## src/design/r5a3tc_pkg.sv

```systemverilog
`timescale 1ns / 1ps

package r5a3tc_pkg;

    localparam int MAX_WIDTH   = 1024;
    localparam int MAX_HEIGHT  = 1024;
    localparam int TILE_SIDE   = 4;
    localparam int STORE_DEPTH = MAX_WIDTH * TILE_SIDE;

    localparam int DIM_W    = 11;
    localparam int COL_W    = $clog2(MAX_WIDTH);
    localparam int ROW_W    = $clog2(MAX_HEIGHT);
    localparam int SUB_W    = $clog2(TILE_SIDE);
    localparam int ADDR_W   = $clog2(STORE_DEPTH);
    localparam int TIDX_W   = 2 * SUB_W;
    localparam int TEXEL_W  = 16;
    localparam int WORD_W   = 32;
    localparam int PDATA_W  = 32;
    localparam int PADDR_W  = 4;
    localparam int REG_IDX_W = 2;

    localparam logic [REG_IDX_W-1:0] REG_IMAGE_WIDTH  = 2'd0;
    localparam logic [REG_IDX_W-1:0] REG_IMAGE_HEIGHT = 2'd1;
    localparam logic [REG_IDX_W-1:0] REG_SOURCE_16BIT = 2'd2;

    localparam logic [7:0] ALPHA_OPAQUE = 8'hE0;

    typedef struct packed {
        logic [COL_W-1:0] w_m1;
        logic [ROW_W-1:0] h_m1;
        logic             src16;
    } cfg_t;

    typedef struct packed {
        logic [COL_W-SUB_W-1:0] tile_col;
        logic [ROW_W-SUB_W-1:0] tile_row;
        logic                   last_col;
        logic                   last_row;
    } tile_cmd_t;

    function automatic logic [TEXEL_W-1:0] encode_texel(input logic [WORD_W-1:0] word,
                                                        input logic src16);
        logic [7:0] r;
        logic [7:0] g;
        logic [7:0] b;
        logic [7:0] a;
        if (src16)
        begin
            r = {word[14:10], 3'b000};
            g = {word[9:5], 3'b000};
            b = {word[4:0], 3'b000};
            a = word[15] ? 8'hFF : 8'h00;
        end
        else
        begin
            r = word[7:0];
            g = word[15:8];
            b = word[23:16];
            a = word[31:24];
        end
        if (a >= ALPHA_OPAQUE)
            return {1'b1, r[7:3], g[7:3], b[7:3]};
        else
            return {1'b0, a[7:5], r[7:4], g[7:4], b[7:4]};
    endfunction

endpackage

```

## src/design/r5a3tc_tile_reader.sv

```systemverilog
`timescale 1ns / 1ps

module r5a3tc_tile_reader (
    input  logic                            clk,
    input  logic                            rst_n,
    input  r5a3tc_pkg::cfg_t                cfg,
    input  logic                            start,
    input  r5a3tc_pkg::tile_cmd_t           cmd,
    output logic                            busy,
    output logic                            rd_en,
    output logic [r5a3tc_pkg::ADDR_W-1:0]   rd_addr,
    input  logic [r5a3tc_pkg::TEXEL_W-1:0]  rd_data,
    output logic                            texel_valid,
    input  logic                            texel_stall,
    output logic [r5a3tc_pkg::TEXEL_W-1:0]  texel,
    output logic                            tile_end,
    output logic                            image_end
);
    import r5a3tc_pkg::*;

    logic                busy_reg;
    logic [TIDX_W-1:0]   idx_reg;
    tile_cmd_t           cmd_reg;
    logic                rd_valid_reg;
    logic                rd_pad_reg;
    logic                rd_tile_end_reg;
    logic                rd_img_end_reg;
    logic                out_valid_reg;
    logic [TEXEL_W-1:0]  out_texel_reg;
    logic                out_tile_end_reg;
    logic                out_img_end_reg;

    logic                issue;
    logic                rd_move;
    logic                last_idx;
    logic [COL_W-1:0]    src_x;
    logic [ROW_W-1:0]    src_y;
    logic                pad;

    // Tile origins are multiples of the tile side, so the offset is simply appended.
    assign src_x    = {cmd_reg.tile_col, idx_reg[SUB_W-1:0]};
    assign src_y    = {cmd_reg.tile_row, idx_reg[TIDX_W-1:SUB_W]};
    assign pad      = (src_x > cfg.w_m1) || (src_y > cfg.h_m1);
    assign last_idx = (idx_reg == {TIDX_W{1'b1}});

    assign rd_move  = rd_valid_reg && (!out_valid_reg || !texel_stall);
    assign issue    = busy_reg && (!rd_valid_reg || rd_move);
    assign rd_en    = issue;
    assign rd_addr  = {idx_reg[TIDX_W-1:SUB_W], src_x};
    assign busy     = busy_reg;

    always_ff @(posedge clk or negedge rst_n)
    begin
        if (!rst_n)
        begin
            busy_reg      <= 1'b0;
            idx_reg       <= '0;
            rd_valid_reg  <= 1'b0;
            out_valid_reg <= 1'b0;
        end
        else
        begin
            if (start && !busy_reg)
            begin
                busy_reg <= 1'b1;
                idx_reg  <= '0;
            end
            else if (issue)
            begin
                idx_reg <= idx_reg + TIDX_W'(1);
                if (last_idx)
                    busy_reg <= 1'b0;
            end

            if (issue)
                rd_valid_reg <= 1'b1;
            else if (rd_move)
                rd_valid_reg <= 1'b0;

            if (rd_move)
                out_valid_reg <= 1'b1;
            else if (!texel_stall)
                out_valid_reg <= 1'b0;
        end
    end

    always_ff @(posedge clk)
    begin
        if (start && !busy_reg)
            cmd_reg <= cmd;
        if (issue)
        begin
            rd_pad_reg      <= pad;
            rd_tile_end_reg <= last_idx;
            rd_img_end_reg  <= last_idx && cmd_reg.last_col && cmd_reg.last_row;
        end
        if (rd_move)
        begin
            out_texel_reg    <= rd_pad_reg ? '0 : rd_data;
            out_tile_end_reg <= rd_tile_end_reg;
            out_img_end_reg  <= rd_img_end_reg;
        end
    end

    assign texel_valid = out_valid_reg;
    assign texel       = out_texel_reg;
    assign tile_end    = out_tile_end_reg;
    assign image_end   = out_img_end_reg;

endmodule

```

## config.mk

```make
export PLATFORM = sky130hd
export DESIGN_NAME = r5a3tc_tile_reader
export DESIGN_NICKNAME = d
export VERILOG_FILES = /design/src/design/r5a3tc_pkg.sv /design/src/design/r5a3tc_tile_reader.sv
export SDC_FILE = /design/constraint.sdc
export NUM_CORES = 1
export LEC_CHECK = 0
export BUFFER_PORTS_ARGS = -buffer_cell sky130_fd_sc_hd__buf_4
export CAP_MARGIN = 40
export CORE_MARGIN = 8
export CORE_UTILIZATION = 35
export DETAILED_ROUTE_END_ITERATION = 7
export PLACE_DENSITY = 0.61
export SYNTH_ARGS = -nofsm -noshare
export SYNTH_HDL_FRONTEND = slang
export SYNTH_SLANG_ARGS = --single-unit
```

## constraint.sdc

```tcl
create_clock -name clk -period 2.65 [get_ports clk]
set_clock_uncertainty 0.2 [all_clocks]
set_input_delay 0.6625 -clock clk [delete_from_list [all_inputs] [get_ports clk]]
set_output_delay 0.6625 -clock clk [all_outputs]
set_load 0.005 [all_outputs]
```

==> Yosys cells after proc, flatten, opt, wreduce, memory -nomap -nowiden <==
Cells that the tools add are included.
{ "totals": {"in_bits": 59, "register_bits": 46, "output_inout_bits": 33, "word_cells": 44} }
{ "classes": {"n_lt_le_gt_ge": 2, "eq_ne": 2, "reduce_logical": 16, "muxes": 9, "n_addsub": 1} }
{ "ops": {"columns": ["cell", "count"], "rows": [
  ["10-bit > comparator", 2],
  ["4-bit two-way mux", 2],
  ["1-bit two-way mux", 7],
  ["2-bit nonzero test", 3],
  ["1-bit logical AND", 5],
  ["4-bit by 1-bit adder with 4-bit output, second input constant", 1],
  ["4-bit == test, second input constant", 1],
  ["1-bit logical NOT", 4],
  ["1-bit logical OR", 3],
  ["2-bit by 1-bit inequality test with 1-bit output, second input constant", 1],
  ["2-bit AND reduction", 1]
]} }

==> Longest topological paths before layout <==
{ "logic_depth": {"word_depth": 7, "ltp_mapped": 6, "ltp_nobuf": 6} }

==> Worst setup path before layout <==
No wires, ideal clock.
{ "synth_timing": {"kind": "input to register", "start": "input port texel_stall", "end": "register out_img_end_reg, in the netlist image_end (enable)", "arrival_ps": 2037, "setup_slack_ps": -7, "required_ps": 2029, "stages": 1, "path_buffers": 0, "setup_time_ps": 421, "path_cell_list": "a21boi_0"} }
{ "synth_via": {"elab_chain_cells": 3} }
{ "synth_rtl": {"columns": ["item", "line", "source"], "rows": [
  ["from (decl)", "r5a3tc_tile_reader.sv:14", "input logic texel_stall,"],
  ["1-bit logical NOT", null, null],
  ["1-bit logical OR", "r5a3tc_tile_reader.sv:46", "assign rd_move = rd_valid_reg && (!out_valid_reg || !texel_stall);"],
  ["1-bit logical AND", "r5a3tc_tile_reader.sv:46", null],
  ["to (signal assigned)", "r5a3tc_tile_reader.sv:101", "out_img_end_reg <= rd_img_end_reg;"],
  ["to (decl)", "r5a3tc_tile_reader.sv:31", "logic out_img_end_reg;"]
]} }
Every way passes these cells.
A chain may end at the register's enable or synchronous reset.

==> Worst setup path after layout <==
{ "layout_timing": {"start": "input port texel_stall", "end": "output port rd_en"} }
{ "layout_via": {"elab_chain_cells": 5} }
{ "layout_rtl": {"columns": ["item", "line", "source"], "rows": [
  ["1-bit logical NOT", null, null],
  ["1-bit logical OR", "r5a3tc_tile_reader.sv:46", null],
  ["1-bit logical AND", "r5a3tc_tile_reader.sv:46", null],
  ["1-bit logical OR", "r5a3tc_tile_reader.sv:47", "assign issue = busy_reg && (!rd_valid_reg || rd_move);"],
  ["1-bit logical AND", "r5a3tc_tile_reader.sv:47", null],
  ["to (decl)", "r5a3tc_tile_reader.sv:10", "output logic rd_en,"]
]} }
Every way passes these cells.

==> results.md <==
- Final slew viol count: 0
- Worst R2R Setup Slack: just over 0.6 ns
- Final period utilization: 0.854
- Synthesized area: roughly 2200 µm²
- Worst flop-to-flop path endpoint: rd_pad_reg
- Vias in the first global route: 1,518
- Dominant cell type by area after synthesis: edfxtp_1
- CTS Root Cell: clkbuf_8
- Family with the most delay on the worst path: simple AND/OR/NAND/NOR gates
- Pleak: 0.00142 µW
- Hold WS: ~0.22 ns
- Worst r2r src: rd_addr[3]
- DRC Markers: 0
- Critical path arrival: ~1.4 ns
- CTS Buffer Depth: 2
- Worst reg-to-reg path cell count: 5
- Fill cells: about 600
- Initial antenna violation count: 0
- P_int: around 1300 µW
- Critical Path Start Type: input port
- Routed length per instance: roughly 14 µm
- Final period demand of the worst path: 2.26 ns
- PortBufs: 90
- CP peak stage delay: ~0.22 ns
- Final setup violation count: 0
- RSZ-0062 raised after global routing: no
- Top-area cell type share of the netlist area: 0.534
- GRT Residual Overflow: 0
- Post-cts resize count: 0
- Post-synth EDFFs: 39
- Share of cells above drive strength 1: 0.397
- CP max stage cell: nand2_1
- DP Wirelength: a little under 4 mm
- # hold bufs at CTS: 1
- Clock-pin slew on the worst setup and hold paths: approximately 0.090 ns
- Fmax: 0.442 GHz
- Commonest non-fill, non-tap cells in the layout: buf_4, edfxtp_1, inv_1
- Antenna Cells: 0
- Post-CTS Setup Inserts: 0
- Inserted Clock Buffers: 5
- TNS Setup: 0 ns
- Layout Nets: 341
- Combinational power share: 0.171
- Sequential fraction of the synthesis area: 0.614
- Clk pwr share: 0.306
- Mean post-synth cell area: roughly 13 µm²
- Async SR Flop Fraction: 0.152
- Full die area: between 9000 and 10,000 µm²
- Die Span Y: roughly 95 µm
- First-pass GRT wire length: roughly 7.4 mm
- Number of cells on the critical path: 5
- Power per cell area: 553 nW/µm²
- Die W: around 95 µm
- Drt pass-1 iters: 4
- Nature of the critical path endpoint: output pin
- CTS tree: done
- Boundary Pins: between 90 and 100
- Slew headroom: 0.628
- Top FF cell, synth: edfxtp_1
- Worst setup path startpoint: texel_stall
- Cell Rows: 29
- Sequential share of power: 0.523
- Worst Path Buf+Inv: 3
- Commonest non-fill, non-tap cell in the layout: buf_4
- WL final: around 4.8 mm
- Status: complete, no violations
- GP Congestion: 0.749
- Largest net degree at the start of global routing: 19
- Psw: approximately 390 µW
- Syn_nets: around 250
- Syn Inst Count: ~170
- Hold WC Path Type: register to register
- Synth Register Bits: 46
- Yosys cell types: 26
- Worst path cell trace: buf_4 > nand3_1 > nand2_1 > inv_1 > buf_4
- Most frequent cell on the critical path: buf_4
- Drt via density: around 4.4
- Clock sinks: 46
- Crit path to: rd_en
- Max-Cap Viols: 0
- Required @ worst endpoint: around 1.8 ns
- Max reg flops: 16
- Worst-Skew Late Latency: ~0.29 ns
- Actual slew at the worst max-slew pin: about 0.56 ns
- Area Overhead vs Synth: 39.0%
- Final hold violations: 0
- Vias after detailed routing: approximately 1,500
- Critical path type: input port to output pin
- H-tree levels: 2
- Routed Antenna Nets: 0
- GRT Util Overall: 0.106
- CP Max Fanout: 6
- Ys Warns: 0
- Largest cells by area after synthesis: edfxtp_1, ha_1, dfrtp_1
- DRT iter0 DRCs: slightly above 50
- Sw Share: 0.234
- Initial core utilization: 0.353
- Peak supply drop: around 0.39 mV
- Core area: ~6200 µm²
==> layer usage <==
metal	share of wire	vias to the layer above	GRT usage	routed length [µm]
met5	0	-	0	0
met1	0.40	683	0.123	1940
li1	-	775	-	-
met4	0.011	0	0.0390	51
met2	0.53	34	0.181	2530
met3	0.058	4	0.0323	276
==> worst min path at each step <==
| stage | startpoint | cells past startpoint | to |
|---|---|---|---|
| after floorplan | rst_n | 0 | busy |
| after global placement | rd_tile_end_reg | 0 | tile_end |
| after detailed placement | rd_tile_end_reg | 0 | tile_end |
| after CTS | rd_tile_end_reg | 0 | tile_end |
| after global routing | rd_tile_end_reg | 0 | tile_end |
| final | rd_tile_end_reg | 0 | tile_end |
==> cells by family after synthesis <==
group,after synthesis,share of synthesized area
compound gates,25,0.0827
buf+inv,33,0.0702
flops,46,0.614
fa+ha+maj,21,0.120
simple gates,44,0.114
==> worst reg2reg max path, cell delays in order, from the launching register on <==
cell	delay [ns]
edfxtp_1	0.42
ha_1	0.32
a21o_1	0.16
a21o_1	0.18
a2111oi_2	0.37
o32ai_1	0.15
==> cell usage after synthesis, types with 2 or more instances <==
| library cell | count |
|---|---|
| a2111oi_2 | 2 |
| a211oi_1 | 2 |
| a21boi_0 | 2 |
| a21o_1 | 7 |
| a21oi_1 | 5 |
| and3_1 | 2 |
| buf_4 | 8 |
| dfrtp_1 | 7 |
| edfxtp_1 | 39 |
| ha_1 | 21 |
| inv_1 | 24 |
| nand2_1 | 6 |
| nand2b_1 | 4 |
| nand3_1 | 6 |
| nand4_1 | 4 |
| nor2b_1 | 17 |
| nor3_1 | 2 |
| o21ai_0 | 3 |
==> through the flow <==
| stage | cell area (µm²) | util | setup WS, ns | power, µW | std cells |
|---|---|---|---|---|---|
| floorplan | 2190 | - | 0.430 | 1020 | 169 |
| finish | 3050 | 0.491 | 0.386 | 1680 | 339 |
| global route | 3050 | 0.491 | 0.297 | 1780 | 339 |
| global placement | 2930 | 0.472 | 0.245 | 1190 | 330 |
| CTS | 3050 | 0.491 | 0.354 | 1710 | 339 |
| detailed placement | 2930 | 0.472 | 0.214 | 1190 | 330 |
==> power groups by stage <==
stage | Sequential (µW) | Clock (µW) | Combinational [µW]
after floorplan | 889 | 0 | 127
after detailed placement | 899 | 0 | 293
after global placement | 898 | 0 | 288
after global routing | 893 | 557 | 332
final | 882 | 515 | 288
after CTS | 883 | 533 | 296
==> layout make-up <==
cell class,instances,area [µm²],share of cell area
Inverter,24,90.1,0.0296
Sequential cell,46,1350,0.442
Multi-Input combinational cell,90,697,0.229
Timing Repair Buffer,94,708,0.232
Tap cell,77,96.3,0.0316
Clock buffer,6,72.6,0.0238
Clock inverter,2,37.5,0.0123
Power figures use the tool's default switching activity.
