## src/design/r5a3tc_pkg.sv

```systemverilog
`timescale 1ns / 1ps

package r5a3tc_pkg;

    localparam int MAX_WIDTH   = 1024;
    localparam int MAX_HEIGHT  = 1024;
    localparam int TILE_SIDE   = 4;
    localparam int STORE_DEPTH = MAX_WIDTH * TILE_SIDE;

    localparam int DIM_W    = 11;
    localparam int COL_W    = $clog2(MAX_WIDTH);
    localparam int ROW_W    = $clog2(MAX_HEIGHT);
    localparam int SUB_W    = $clog2(TILE_SIDE);
    localparam int ADDR_W   = $clog2(STORE_DEPTH);
    localparam int TIDX_W   = 2 * SUB_W;
    localparam int TEXEL_W  = 16;
    localparam int WORD_W   = 32;
    localparam int PDATA_W  = 32;
    localparam int PADDR_W  = 4;
    localparam int REG_IDX_W = 2;

    localparam logic [REG_IDX_W-1:0] REG_IMAGE_WIDTH  = 2'd0;
    localparam logic [REG_IDX_W-1:0] REG_IMAGE_HEIGHT = 2'd1;
    localparam logic [REG_IDX_W-1:0] REG_SOURCE_16BIT = 2'd2;

    localparam logic [7:0] ALPHA_OPAQUE = 8'hE0;

    typedef struct packed {
        logic [COL_W-1:0] w_m1;
        logic [ROW_W-1:0] h_m1;
        logic             src16;
    } cfg_t;

    typedef struct packed {
        logic [COL_W-SUB_W-1:0] tile_col;
        logic [ROW_W-SUB_W-1:0] tile_row;
        logic                   last_col;
        logic                   last_row;
    } tile_cmd_t;

    function automatic logic [TEXEL_W-1:0] encode_texel(input logic [WORD_W-1:0] word,
                                                        input logic src16);
        logic [7:0] r;
        logic [7:0] g;
        logic [7:0] b;
        logic [7:0] a;
        if (src16)
        begin
            r = {word[14:10], 3'b000};
            g = {word[9:5], 3'b000};
            b = {word[4:0], 3'b000};
            a = word[15] ? 8'hFF : 8'h00;
        end
        else
        begin
            r = word[7:0];
            g = word[15:8];
            b = word[23:16];
            a = word[31:24];
        end
        if (a >= ALPHA_OPAQUE)
            return {1'b1, r[7:3], g[7:3], b[7:3]};
        else
            return {1'b0, a[7:5], r[7:4], g[7:4], b[7:4]};
    endfunction

endpackage

```

## src/design/r5a3tc_cfg_regs.sv

```systemverilog
`timescale 1ns / 1ps

module r5a3tc_cfg_regs (
    input  logic                            clk,
    input  logic                            rst_n,
    input  logic                            psel,
    input  logic                            penable,
    input  logic                            pwrite,
    input  logic [r5a3tc_pkg::PADDR_W-1:0]  paddr,
    input  logic [r5a3tc_pkg::PDATA_W-1:0]  pwdata,
    output logic [r5a3tc_pkg::PDATA_W-1:0]  prdata,
    output logic                            pready,
    output r5a3tc_pkg::cfg_t                cfg
);
    import r5a3tc_pkg::*;

    logic [DIM_W-1:0]     width_reg;
    logic [DIM_W-1:0]     height_reg;
    logic                 src16_reg;
    logic                 wr_en;
    logic [REG_IDX_W-1:0] reg_idx;

    assign pready  = 1'b1;
    assign reg_idx = paddr[PADDR_W-1:2];
    assign wr_en   = psel && penable && pwrite && pready;

    always_ff @(posedge clk or negedge rst_n)
    begin
        if (!rst_n)
        begin
            width_reg  <= DIM_W'(1);
            height_reg <= DIM_W'(1);
            src16_reg  <= 1'b0;
        end
        else if (wr_en)
        begin
            case (reg_idx)
                REG_IMAGE_WIDTH:  width_reg  <= pwdata[DIM_W-1:0];
                REG_IMAGE_HEIGHT: height_reg <= pwdata[DIM_W-1:0];
                REG_SOURCE_16BIT: src16_reg  <= pwdata[0];
                default: ;
            endcase
        end
    end

    always_comb
    begin
        case (reg_idx)
            REG_IMAGE_WIDTH:  prdata = PDATA_W'(width_reg);
            REG_IMAGE_HEIGHT: prdata = PDATA_W'(height_reg);
            REG_SOURCE_16BIT: prdata = PDATA_W'(src16_reg);
            default:          prdata = '0;
        endcase
    end

    // Dimensions are clamped to 1..max and kept as the index of the last column or row.
    always_comb
    begin
        if (width_reg == '0)
            cfg.w_m1 = '0;
        else if (width_reg > DIM_W'(MAX_WIDTH))
            cfg.w_m1 = COL_W'(MAX_WIDTH - 1);
        else
            cfg.w_m1 = COL_W'(width_reg - DIM_W'(1));

        if (height_reg == '0)
            cfg.h_m1 = '0;
        else if (height_reg > DIM_W'(MAX_HEIGHT))
            cfg.h_m1 = ROW_W'(MAX_HEIGHT - 1);
        else
            cfg.h_m1 = ROW_W'(height_reg - DIM_W'(1));

        cfg.src16 = src16_reg;
    end

endmodule

```

## config.mk

```make
export PLATFORM = sky130hd
export DESIGN_NAME = r5a3tc_cfg_regs
export DESIGN_NICKNAME = d
export VERILOG_FILES = /design/src/design/r5a3tc_pkg.sv /design/src/design/r5a3tc_cfg_regs.sv
export SDC_FILE = /design/constraint.sdc
export NUM_CORES = 1
export LEC_CHECK = 0
export ABC_AREA = 1
export BUFFER_PORTS_ARGS = -buffer_cell sky130_fd_sc_hd__buf_2
export CAP_MARGIN = 20
export CORE_ASPECT_RATIO = 0.9
export CORE_MARGIN = 5
export CORE_UTILIZATION = 41
export DETAILED_ROUTE_END_ITERATION = 10
export PLACE_DENSITY_LB_ADDON = 0.05
export REMOVE_ABC_BUFFERS = 1
export SLEW_MARGIN = 20
export SYNTH_ARGS = -nofsm -noshare
export SYNTH_HDL_FRONTEND = slang
export SYNTH_SLANG_ARGS = --single-unit
export TNS_END_PERCENT = 30
```

## constraint.sdc

```tcl
create_clock -name clk -period 1.65 [get_ports clk]
set_input_delay 0.2475 -clock clk [delete_from_list [all_inputs] [get_ports clk]]
set_output_delay 0.2475 -clock clk [all_outputs]
set_load 0.05 [all_outputs]
```

# Word-level counts from Yosys, hierarchy flattened
# Index checks and enable logic that the tools add are counted.
[word_totals]
input_bits = 41
elab_cells = 22
out_inout_bits = 54
ff_bits = 23
[op_classes]
n_eq_ne = 2
n_mux = 5
reduce_logical = 8
addsub = 2
n_lt_le_gt_ge = 2
[ops]
columns = ["cell", "n"]
rows = [
  ["10-bit 2-to-1 mux", 4],
  ["11-bit one-hot mux with 3 select lines", 1],
  ["11-bit > comparator (second input constant)", 2],
  ["11-bit logical NOT", 2],
  ["10-bit by 1-bit subtractor with 10-bit output (second input constant)", 2],
  ["2-bit AND reduction", 3],
  ["2-bit by 1-bit == test with 1-bit output (second input constant)", 1],
  ["2-bit == test (second input constant)", 1],
  ["1-bit logical AND", 2],
  ["2-bit logical NOT", 1],
]

# Longest topological paths before layout
# Gate-level depths: netlist of run 1.
[depth]
word_depth = 3
ltp_mapped = 9
mapped_depth_nobuf = 9

# Least setup slack after synthesis of run 1
# No wires, ideal clock.
[synth_timing]
path_type = "flip-flop to output port"
from = "reg width_reg[0]"
to = "out cfg[11] (netlist bit)"
required_ns = 1.402
arrival_ns = 2.206
slack_ns = -0.804
path_stages_with_launch = 8
path_cell_list = "dfstp_2 > inv_1 > ha_1 > nand2_1 > nor2_2 > nand3_2 > nor2_4 > o21ai_0"
[synth_rtl]
columns = ["element", "line", "text"]
rows = [
  ["from (decl)", "r5a3tc_cfg_regs.sv:17", "logic [DIM_W-1:0] width_reg;"],
  ["from (signal assigned)", "r5a3tc_cfg_regs.sv:38", "REG_IMAGE_WIDTH: width_reg <= pwdata[DIM_W-1:0];"],
  ["to (decl)", "r5a3tc_cfg_regs.sv:13", "output r5a3tc_pkg::cfg_t cfg"],
]

==> results of run 1 <==
[synthesized netlist by cell type]
cell      count  area share [%]
xor2_1        8             4.0
ha_1          2             1.4
nor2_1       24             5.1
o221ai_1      1            0.50
inv_2         5             1.1
nor2_2        3             1.1
clkbuf_1      2            0.43
nand3_1      10             2.8
nor2_8        1             1.1
conb_1        2            0.43
o21ai_0      31             8.8
o21ai_1       3            0.85
clkinv_1      1            0.21
buf_2         2            0.57
buf_4        23             9.8
a21oi_1      12             3.4
xnor2_1       1            0.50
dfrtp_1      21              30
inv_1        33             7.0
nand2_2       2            0.71
nand3_2       1            0.57
o22ai_1       6             2.1
nand2_4       2             1.3
nand2_1      51              11
nor2_4        3             1.9
nor3_2        1            0.57
dfstp_2       2             3.0
[how the worst min path moves through the flow]
stage	endpoint	slack, ns	cells after the start
3_3_place_gp	width_reg[2]$_DFFE_PN0P_	0.26	1
4_1_cts	width_reg[9]$_DFFE_PN0P_	0.25	3
2_1_floorplan	height_reg[10]$_DFFE_PN0P_	-0.05	0
3_5_place_dp	height_reg[4]$_DFFE_PN0P_	0.27	1
6_report	height_reg[10]$_DFFE_PN0P_	0.25	3
5_1_grt	height_reg[10]$_DFFE_PN0P_	0.25	3
[stage by stage]
step	instance area [sq um]	power [uW]	setup TNS [ns]	instances
2_1_floorplan	1650	2500	-11.17	246
3_3_place_gp	2180	3100	-3.25	373
3_5_place_dp	2180	3110	-3.56	373
4_1_cts	2400	3790	-6.05	380
5_1_grt	2470	4080	-7.50	381
6_report	2470	3840	-5.59	381
[metal layers]
layer	track usage (%)	vias up	wire length, microns
li1	-	917	-
met1	22.8	792	2160
met2	29.0	55	2270
met3	4.59	4	369
met4	2.86	0	32
met5	0	-	0
[kinds of logic after synthesis]
| family | synth area share [%] |
|---|---|
| AND/OR/NAND/NOR | 26.1 |
| buffers and inverters | 19.1 |
| AO/OA/AOI/OAI | 15.7 |
| flip-flops | 32.8 |
| XOR/XNOR | 4.47 |
| adder cells (fa/ha/maj) | 1.42 |
| other | 0.426 |
[worst reg2reg max path, stage by stage (launching register included)]
cell	delay (ns)
dfstp_2	0.55
buf_4	0.11
nand2_1	0.04
o21ai_0	0.07
[repair_timing]
item,CTS,global route
endpoints found under the hold margin,21,0
hold buffers,1,0
setup endpoints to repair,21,30
pin swaps,11,5
setup buffers,2,1
resized for setup,48,19
[layout make-up]
class | instances | area, sq um | area share (%)
clock buffer | 4 | 45.0 | 1.83
inverter | 39 | 146 | 5.93
multi-input combinational | 184 | 1030 | 41.6
sequential | 23 | 581 | 23.5
tap | 48 | 60.1 | 2.43
timing repair buffer | 83 | 608 | 24.6
[power groups by stage]
stage                     Sequential, uW  Combinational (uW)  Clock (uW)
after floorplan                      835                1670           0
after global placement               814                2280           0
after detailed placement             816                2290           0
after CTS                            813                2600         371
after global routing                 835                2850         394
final                                819                2660         359
==> flow_metrics.env, run 1 <==
export IMPL_rows=22
export IMPL_worstPathArrival_ns=1.72
export IMPL_swShare_pct=53.9
export IMPL_max_cap_violations=0
export IMPL_cts_tree="built"
export IMPL_num_vias=1768
export IMPL_drtPass1Iterations=4
export IMPL_drc_errors=0
export IMPL_tightestPinTransition_ns=0.533
export IMPL_yosys_warnings=0
export IMPL_overflow=0
export IMPL_fillers=419
export IMPL_p_sw_uw=2070
export IMPL_io_buffers=49
export IMPL_p_leak_uw=0.00131
export IMPL_h_tree_depth=1
export IMPL_slew_limit_headroom_pct=64.5
export IMPL_cts_made_buffers=3
export IMPL_hold_violations=0
export IMPL_initial_utilization_pct=42.7
export IMPL_rsz0062_at_grt="yes"
export IMPL_startpoint="width_reg[0]$_DFFE_PN1P_"
export IMPL_crit_path_max_fanout=2
export IMPL_hp_class="input pin to flip-flop"
export IMPL_failed_checks="setup timing"
export IMPL_die_x_microns=79.1
export IMPL_viasPerCell=4.64
export IMPL_cp_common_cell="buf_6"
export IMPL_grt_pass1_vias=1672
export IMPL_p_per_area_mw_per_mm2=1560
export IMPL_outcome="finished with violations"
export IMPL_place_congestion=0.808
export IMPL_path_clk_slew_ns=0.09
export IMPL_path_cells="inv_2 > ha_4 > nand2_4 > nor2_4 > buf_6 > xor2_1 > inv_1 > a21oi_2 > buf_6"
export IMPL_min_period_over_period_pct=119
export IMPL_cp_required_ns=1.40
export IMPL_start_kind="flip-flop"
export IMPL_final_max_slew_viol_count=0
export IMPL_insertion_delay_ns=0.27
export IMPL_worst_setup_path_type="flip-flop to primary output"
export IMPL_die_h_microns=72.2
export IMPL_nNetsFinal=377
export IMPL_fin_crit_ns=1.96
export IMPL_most_common_layout_cells="48 x nand2_1, 43 x buf_4, 29 x inv_1, 29 x o21ai_0, 25 x buf_2"
export IMPL_antenna_found_initial=0
export IMPL_clock_sink_count=23
export IMPL_critPathSlowestCell="dfstp_2"
export IMPL_worstReg2RegEnd="width_reg[0]$_DFFE_PN1P_"
export IMPL_final_common_cell="nand2_1"
export IMPL_grt_pass1_wl_microns=7780
export IMPL_peakVddDrop_v=0.000626
export IMPL_crit_buf_inv=4
export IMPL_ys_seq_area_share_pct=32.8
export IMPL_coreArea_sq_mm=0.00413
export IMPL_drt_initial_drc_count=75
export IMPL_clkPwrFrac_pct=9.3
export IMPL_synthToLayoutAreaGrowth_pct=40.1
export IMPL_synth_seq_cells=23
export IMPL_syn_inst=253
export IMPL_ant_nets=0
export IMPL_die_area_sq_mm=0.00571
export IMPL_combPwrFrac_pct=69.3
export IMPL_finalSetupViolations=20
export IMPL_critPathMaxStageDelay_ns=0.55
export IMPL_p_int_uw=1770
export IMPL_cts_root_buf="clkbuf_8"
export IMPL_power_frac_seq_pct=21.3
export IMPL_diodes=0
export IMPL_r2r_start="width_reg[0]$_DFFE_PN1P_"
export IMPL_skew_ns=0
export IMPL_synth_cell_types=27
export IMPL_r2r_cells=3
export IMPL_worst_path_stages=9
export IMPL_layout_drive_gt1_share_pct=37.5
export IMPL_end_kind="primary output"
export IMPL_cts_buffer_depth=2
export IMPL_grt_usage_pct=17.3
export IMPL_holdWs_ns=0.249
export IMPL_post_place_ws_ns=-0.238
export IMPL_syn_cell_area_sq_mm=0.00176
export IMPL_worst_slack_ns=-0.315
export IMPL_dp_hpwl_microns=3830
export IMPL_reg2reg_slack_ns=0.81
export IMPL_critical_path_top_delay_family="flip-flops"
export IMPL_utilization_pct=59.8
export IMPL_grt_max_degree=24
export IMPL_finalWirelength_microns=4830
export IMPL_avgSynthCellArea_sq_um=6.96
export IMPL_hp_start="pwdata[10]"
export IMPL_post_drt_wl_per_cell_microns=12.7
export IMPL_fmax_mhz=509
export IMPL_endpoint="cfg[15]"
export IMPL_ios=95
No activity file was read; power rests on OpenSTA's default activity.
==> run 2: changes to the inputs <==
--- a/config.mk
+++ b/config.mk
@@ -12,6 +12,7 @@
 export CORE_MARGIN = 5
 export CORE_UTILIZATION = 41
 export DETAILED_ROUTE_END_ITERATION = 10
+export GPL_TIMING_DRIVEN = 0
 export PLACE_DENSITY_LB_ADDON = 0.05
 export REMOVE_ABC_BUFFERS = 1
 export SLEW_MARGIN = 20
==> flow_metrics.env, run 2 (synthesized netlist as in run 1, its figures left out) <==
export IMPL_io_buffers=49
export IMPL_critical_path_top_delay_family="flip-flops"
export IMPL_crit_buf_inv=2
export IMPL_nNetsFinal=353
export IMPL_cts_tree="built"
export IMPL_drt_initial_drc_count=87
export IMPL_grt_max_degree=24
export IMPL_start_kind="flip-flop"
export IMPL_place_congestion=0.811
export IMPL_critPathSlowestCell="dfstp_2"
export IMPL_grt_pass1_vias=1569
export IMPL_viasPerCell=4.67
export IMPL_ant_nets=0
export IMPL_dp_hpwl_microns=3520
export IMPL_worst_slack_ns=-0.366
export IMPL_p_leak_uw=0.00119
export IMPL_diodes=0
export IMPL_clock_sink_count=23
export IMPL_finalSetupViolations=21
export IMPL_antenna_found_initial=0
export IMPL_cts_made_buffers=3
export IMPL_hp_class="input pin to flip-flop"
export IMPL_final_common_cell="nand2_1"
export IMPL_hold_violations=0
export IMPL_layout_drive_gt1_share_pct=32.7
export IMPL_cp_required_ns=1.40
export IMPL_coreArea_sq_mm=0.00413
export IMPL_drtPass1Iterations=4
export IMPL_final_max_slew_viol_count=0
export IMPL_ios=95
export IMPL_p_per_area_mw_per_mm2=1620
export IMPL_outcome="finished with violations"
export IMPL_failed_checks="setup timing"
export IMPL_crit_path_max_fanout=9
export IMPL_grt_usage_pct=16.3
export IMPL_synthToLayoutAreaGrowth_pct=28.8
export IMPL_rows=22
export IMPL_cts_root_buf="clkbuf_8"
export IMPL_path_cells="inv_4 > ha_4 > nand2_4 > nor2_4 > nand3_4 > nand2_4 > a21oi_1 > buf_4"
export IMPL_cts_buffer_depth=2
export IMPL_overflow=0
export IMPL_r2r_start="width_reg[0]$_DFFE_PN1P_"
export IMPL_finalWirelength_microns=4580
export IMPL_startpoint="width_reg[0]$_DFFE_PN1P_"
export IMPL_finalPower_uw=3680
export IMPL_fillers=428
export IMPL_slew_limit_headroom_pct=57.1
export IMPL_dp_cells=343
export IMPL_rsz0062_at_grt="yes"
export IMPL_min_period_over_period_pct=122
export IMPL_grt_pass1_wl_microns=7450
export IMPL_initial_utilization_pct=42.7
export IMPL_tightestPinTransition_ns=0.642
export IMPL_post_drt_wl_per_cell_microns=12.8
export IMPL_worst_setup_path_type="flip-flop to primary output"
export IMPL_insertion_delay_ns=0.26
export IMPL_skew_ns=0
export IMPL_layout_cells_non_filler=357
export IMPL_worstPathArrival_ns=1.77
export IMPL_die_h_microns=72.2
export IMPL_peakVddDrop_v=0.000785
export IMPL_most_common_layout_cells="46 x nand2_1, 30 x o21ai_0, 28 x inv_1, 27 x buf_2, 22 x conb_1"
export IMPL_critPathMaxStageDelay_ns=0.57
export IMPL_fin_crit_ns=2.02
export IMPL_die_x_microns=79.1
export IMPL_fmax_mhz=496
export IMPL_h_tree_depth=1
export IMPL_num_vias=1666
export IMPL_cp_common_cell="nand2_4"
export IMPL_max_cap_violations=0
export IMPL_utilization_pct=54.9
export IMPL_die_area_sq_mm=0.00571
export IMPL_drc_errors=0
export IMPL_end_kind="primary output"
export IMPL_path_clk_slew_ns=0.08
export IMPL_hp_start="pwdata[10]"
[run 2: worst paths after layout]
path	end	slack [ns]	depth (start not counted)
worst min-delay path	width_reg[10]$_DFFE_PN0P_	0.24	3
worst max-delay path	cfg[16]	-0.37	8
worst min register to register	height_reg[1]$_DFFE_PN0P_	0.52	2
worst max register to register	width_reg[0]$_DFFE_PN1P_	0.72	3
min in group asynchronous	width_reg[4]$_DFFE_PN0P_	0.50	2
max in group asynchronous	height_reg[10]$_DFFE_PN0P_	0.76	2
[run 2: what timing repair did]
action	4_1_cts	5_1_grt
gates cloned	0	0
gates resized for setup	49	16
setup buffers	7	2
hold buffers	1	0
setup endpoints to repair	30	30
pin swaps	10	9
hold endpoints to repair	21	0
[run 2: power by group]
group          internal, uW  total [uW]  leakage, uW  switching (uW)
Combinational           784        2470     0.000886            1680
Sequential              688         852     0.000285             164
Clock                   173         355    0.0000228             182
Total                  1640        3680      0.00119            2030
[run 2: routing by layer]
metal / track usage, % / vias up / part of all wire (%)
met5: 0 / - / 0
met2: 26.8 / 51 / 46
li1: - / 860 / -
met3: 3.97 / 4 / 7.4
met4: 1.72 / 0 / 0.35
met1: 22.4 / 751 / 46
[run 2: worst min-delay path, cell delays in order]
cell and delay [ns]:
buf_2 0.09, inv_1 0.05, o21ai_0 0.07
[run 2: per-stage QoR]
| stage | hold slack [ns] | setup TNS (ns) | cell area, sq um | setup WS, ns |
|---|---|---|---|---|
| 2_1_floorplan | -0.0481 | -11.17 | 1650 | -0.804 |
| 3_3_place_gp | 0.258 | -5.78 | 1950 | -0.361 |
| 3_5_place_dp | 0.257 | -5.62 | 1950 | -0.360 |
| 4_1_cts | 0.237 | -6.28 | 2210 | -0.362 |
| 5_1_grt | 0.250 | -8.03 | 2270 | -0.439 |
| 6_report | 0.241 | -6.02 | 2270 | -0.366 |
[run 2: area by class of cell]
| type | instances | area, sq um | area share [%] |
|---|---|---|---|
| well taps | 48 | 60.1 | 2.65 |
| repair buffers | 59 | 415 | 18.3 |
| flip-flops and latches | 23 | 579 | 25.5 |
| clock buffers | 4 | 45.0 | 1.99 |
| multi-input cells | 184 | 1010 | 44.7 |
| inverters | 39 | 155 | 6.84 |
==> run 3: changes to the inputs <==
--- a/config.mk
+++ b/config.mk
@@ -5,12 +5,11 @@
 export SDC_FILE = /design/constraint.sdc
 export NUM_CORES = 1
 export LEC_CHECK = 0
-export ABC_AREA = 1
 export BUFFER_PORTS_ARGS = -buffer_cell sky130_fd_sc_hd__buf_2
 export CAP_MARGIN = 20
 export CORE_ASPECT_RATIO = 0.9
 export CORE_MARGIN = 5
-export CORE_UTILIZATION = 41
+export CORE_UTILIZATION = 48
 export DETAILED_ROUTE_END_ITERATION = 10
 export GPL_TIMING_DRIVEN = 0
 export PLACE_DENSITY_LB_ADDON = 0.05
==> constraint.sdc (replaced) <==
create_clock -name clk -period 2.5 [get_ports clk]
set_input_delay 0.375 -clock clk [delete_from_list [all_inputs] [get_ports clk]]
set_output_delay 0.375 -clock clk [all_outputs]
set_load 0.05 [all_outputs]
==> flow_metrics.env, run 3 <==
export IMPL_rows=20
export IMPL_tns_ns=0
export IMPL_hp_class="input pin to async pin"
export IMPL_combPwrFrac_pct=61.1
export IMPL_initial_utilization_pct=50.8
export IMPL_p_int_uw=985
export IMPL_nNetsFinal=278
export IMPL_reg2reg_slack_ns=1.57
export IMPL_max_cap_violations=0
export IMPL_min_period_over_period_pct=96.0
export IMPL_grt_pass1_vias=1376
export IMPL_r2r_start="height_reg[6]$_DFFE_PN0P_"
export IMPL_power_frac_seq_pct=28.6
export IMPL_syn_inst=189
export IMPL_h_tree_depth=1
export IMPL_p_leak_uw=0.000961
export IMPL_synth_top_area_cell="dfrtp_1"
export IMPL_peakVddDrop_v=0.000579
export IMPL_ys_seq_area_share_pct=33.2
export IMPL_synthToLayoutAreaGrowth_pct=18.2
export IMPL_worstPathArrival_ns=2.03
export IMPL_postSynth_asyncResetShare_pct=100
export IMPL_grt_usage_pct=16.3
export IMPL_outcome="complete, no violations"
export IMPL_insertion_delay_ns=0.26
export IMPL_io_buffers=49
export IMPL_die_x_microns=73.5
export IMPL_fin_crit_ns=2.40
export IMPL_ant_nets=0
export IMPL_worstReg2RegEnd="height_reg[6]$_DFFE_PN0P_"
export IMPL_layout_drive_gt1_share_pct=38.5
export IMPL_synthTopCellsByArea="dfrtp_1 30%, mux2_2 14%, buf_4 9.9%, mux2i_1 6.9%, nor2_1 5.0%"
export IMPL_path_clk_slew_ns=0.08
export IMPL_fillers=308
export IMPL_dpl_cell_area_sq_mm=0.00192
export IMPL_yosys_warnings=0
export IMPL_r2r_cells=1
export IMPL_diodes=0
export IMPL_cp_required_ns=2.12
export IMPL_final_common_cell="buf_2"
export IMPL_final_area_sq_mm=0.00206
export IMPL_fmax_mhz=416
export IMPL_p_sw_uw=1170
export IMPL_skew_ns=0
export IMPL_coreArea_sq_mm=0.00343
export IMPL_cts_root_buf="clkbuf_8"
export IMPL_ctsHoldBuffers=0
export IMPL_die_area_sq_mm=0.00494
export IMPL_final_max_slew_viol_count=0
export IMPL_overflow=0
export IMPL_slew_limit_headroom_pct=36.4
export IMPL_drc_errors=0
export IMPL_holdWs_ns=0.0767
export IMPL_most_common_layout_cells="36 x buf_2, 22 x conb_1, 21 x nor2_1, 21 x mux2_2, 21 x dfrtp_1"
export IMPL_crit_path_max_fanout=8
export IMPL_dp_hpwl_microns=3230
export IMPL_tightestPinTransition_ns=0.949
export IMPL_drtPass1Iterations=4
export IMPL_p_per_area_mw_per_mm2=1050
export IMPL_worst_setup_path_type="flip-flop to primary output"
export IMPL_start_kind="flip-flop"
export IMPL_num_vias=1475
export IMPL_cts_buffer_depth=2
export IMPL_syn_cell_area_sq_mm=0.00174
export IMPL_post_place_ws_ns=0.0849
export IMPL_rsz0062_at_grt="yes"
export IMPL_synth_seq_cells=23
export IMPL_synthDominantCellAreaShare_pct=30.2
export IMPL_cts_tree="built"
export IMPL_synth_cell_types=37
export IMPL_die_h_microns=67.2
export IMPL_synth_ff_type="dfrtp_1"
export IMPL_clock_sink_count=23
export IMPL_post_drt_wl_per_cell_microns=14.6
export IMPL_ios=95
export IMPL_clkPwrFrac_pct=10.3
export IMPL_cts_made_buffers=3
export IMPL_startpoint="height_reg[0]$_DFFE_PN1P_"
export IMPL_end_kind="primary output"
export IMPL_postCtsSetupBuffers=0
export IMPL_worst_slack_ns=0.0989
export IMPL_place_congestion=0.773
export IMPL_endpoint="cfg[7]"
export IMPL_drt_initial_drc_count=54
export IMPL_antenna_found_initial=0
export IMPL_avgSynthCellArea_sq_um=9.22
export IMPL_synth_edff_count=0
export IMPL_finalSetupViolations=0
export IMPL_swShare_pct=54.3
export IMPL_synthTopCellsByCount="23 x buf_4, 23 x nor2_1, 21 x dfrtp_1, 21 x mux2_2, 12 x mux2i_1"
export IMPL_viasPerCell=5.31
export IMPL_finalWirelength_microns=4060
export IMPL_grt_max_degree=24
export IMPL_grt_pass1_wl_microns=6320
export IMPL_hold_violations=0
==> run 3: changes by cell type after synthesis, moves of 5 or more <==
cell     change
nand2_1     -43
mux2_2      +21
mux2i_1     +12
nor3_1       +7
xor2_1       -5
o21ai_0     -21
inv_2        -5
o22ai_1      -6
nand3_1      -7
inv_1       -27
xnor2_1      +7
==> run 3: worst min-delay path by stage <==
stage | to | slack, ns | depth (start not counted)
final | width_reg[4]$_DFFE_PN0P_ | 0.08 | 1
after CTS | height_reg[4]$_DFFE_PN0P_ | 0.09 | 1
after global routing | height_reg[3]$_DFFE_PN0P_ | 0.11 | 1
after global placement | height_reg[10]$_DFFE_PN0P_ | 0.37 | 1
after detailed placement | height_reg[10]$_DFFE_PN0P_ | 0.37 | 1
after floorplan | height_reg[10]$_DFFE_PN0P_ | 0.08 | 0
==> run 3: layout make-up <==
class | count | area [sq um] | area share (%)
timing repair buffer | 49 | 278 | 13.5
multi-input combinational | 152 | 1080 | 52.5
sequential | 23 | 578 | 28.1
tap | 44 | 55.1 | 2.67
clock buffer | 4 | 45.0 | 2.19
inverter | 6 | 22.5 | 1.09
==> run 3: cells by family after synthesis <==
group / count (synthesis) / synth area share [%]
AOI/OAI and AO/OA: 25 / 8.26
xor gates and xnor gates: 11 / 5.53
adders and majority gates: 2 / 1.44
buffers and inverters: 34 / 12.5
DFF: 23 / 33.2
muxes: 33 / 20.5
other: 2 / 0.431
and+or+nand+nor: 59 / 18.2
==> run 3: through the flow <==
step	util (%)	instances	total power, uW
2_1_floorplan	-	181	1580
3_3_place_gp	56.1	274	1830
3_5_place_dp	56.1	274	1850
4_1_cts	57.8	278	2090
5_1_grt	60.1	278	2280
6_report	60.1	278	2150
==> run 3: routing by layer <==
metal,vias to the layer above,share of wire [%],GRT usage (%)
li1,703,-,-
met1,712,42,21.1
met2,58,49,28.1
met3,2,8.8,4.17
met4,0,0.34,2.04
met5,-,0,0
==> run 3: worst max-delay path, stage by stage (launching register included) <==
cell      delay [ns]
dfstp_2         0.56
inv_1           0.07
ha_4            0.17
nor3b_4         0.15
nand4b_1        0.22
nand2_2         0.17
o21ai_0         0.12
buf_2           0.30
==> run 3: power groups by stage <==
| stage | combinational (uW) | clock (uW) | sequential [uW] |
|---|---|---|---|
| 6_report | 1320 | 222 | 616 |
| 2_1_floorplan | 1000 | 0 | 581 |
| 3_5_place_dp | 1240 | 0 | 611 |
| 4_1_cts | 1250 | 233 | 607 |
| 3_3_place_gp | 1220 | 0 | 605 |
| 5_1_grt | 1400 | 246 | 636 |
==> run 3: repair_timing <==
item,CTS,global route
pin swaps,0,1
setup endpoints to repair,8,17
gates resized for setup,4,31
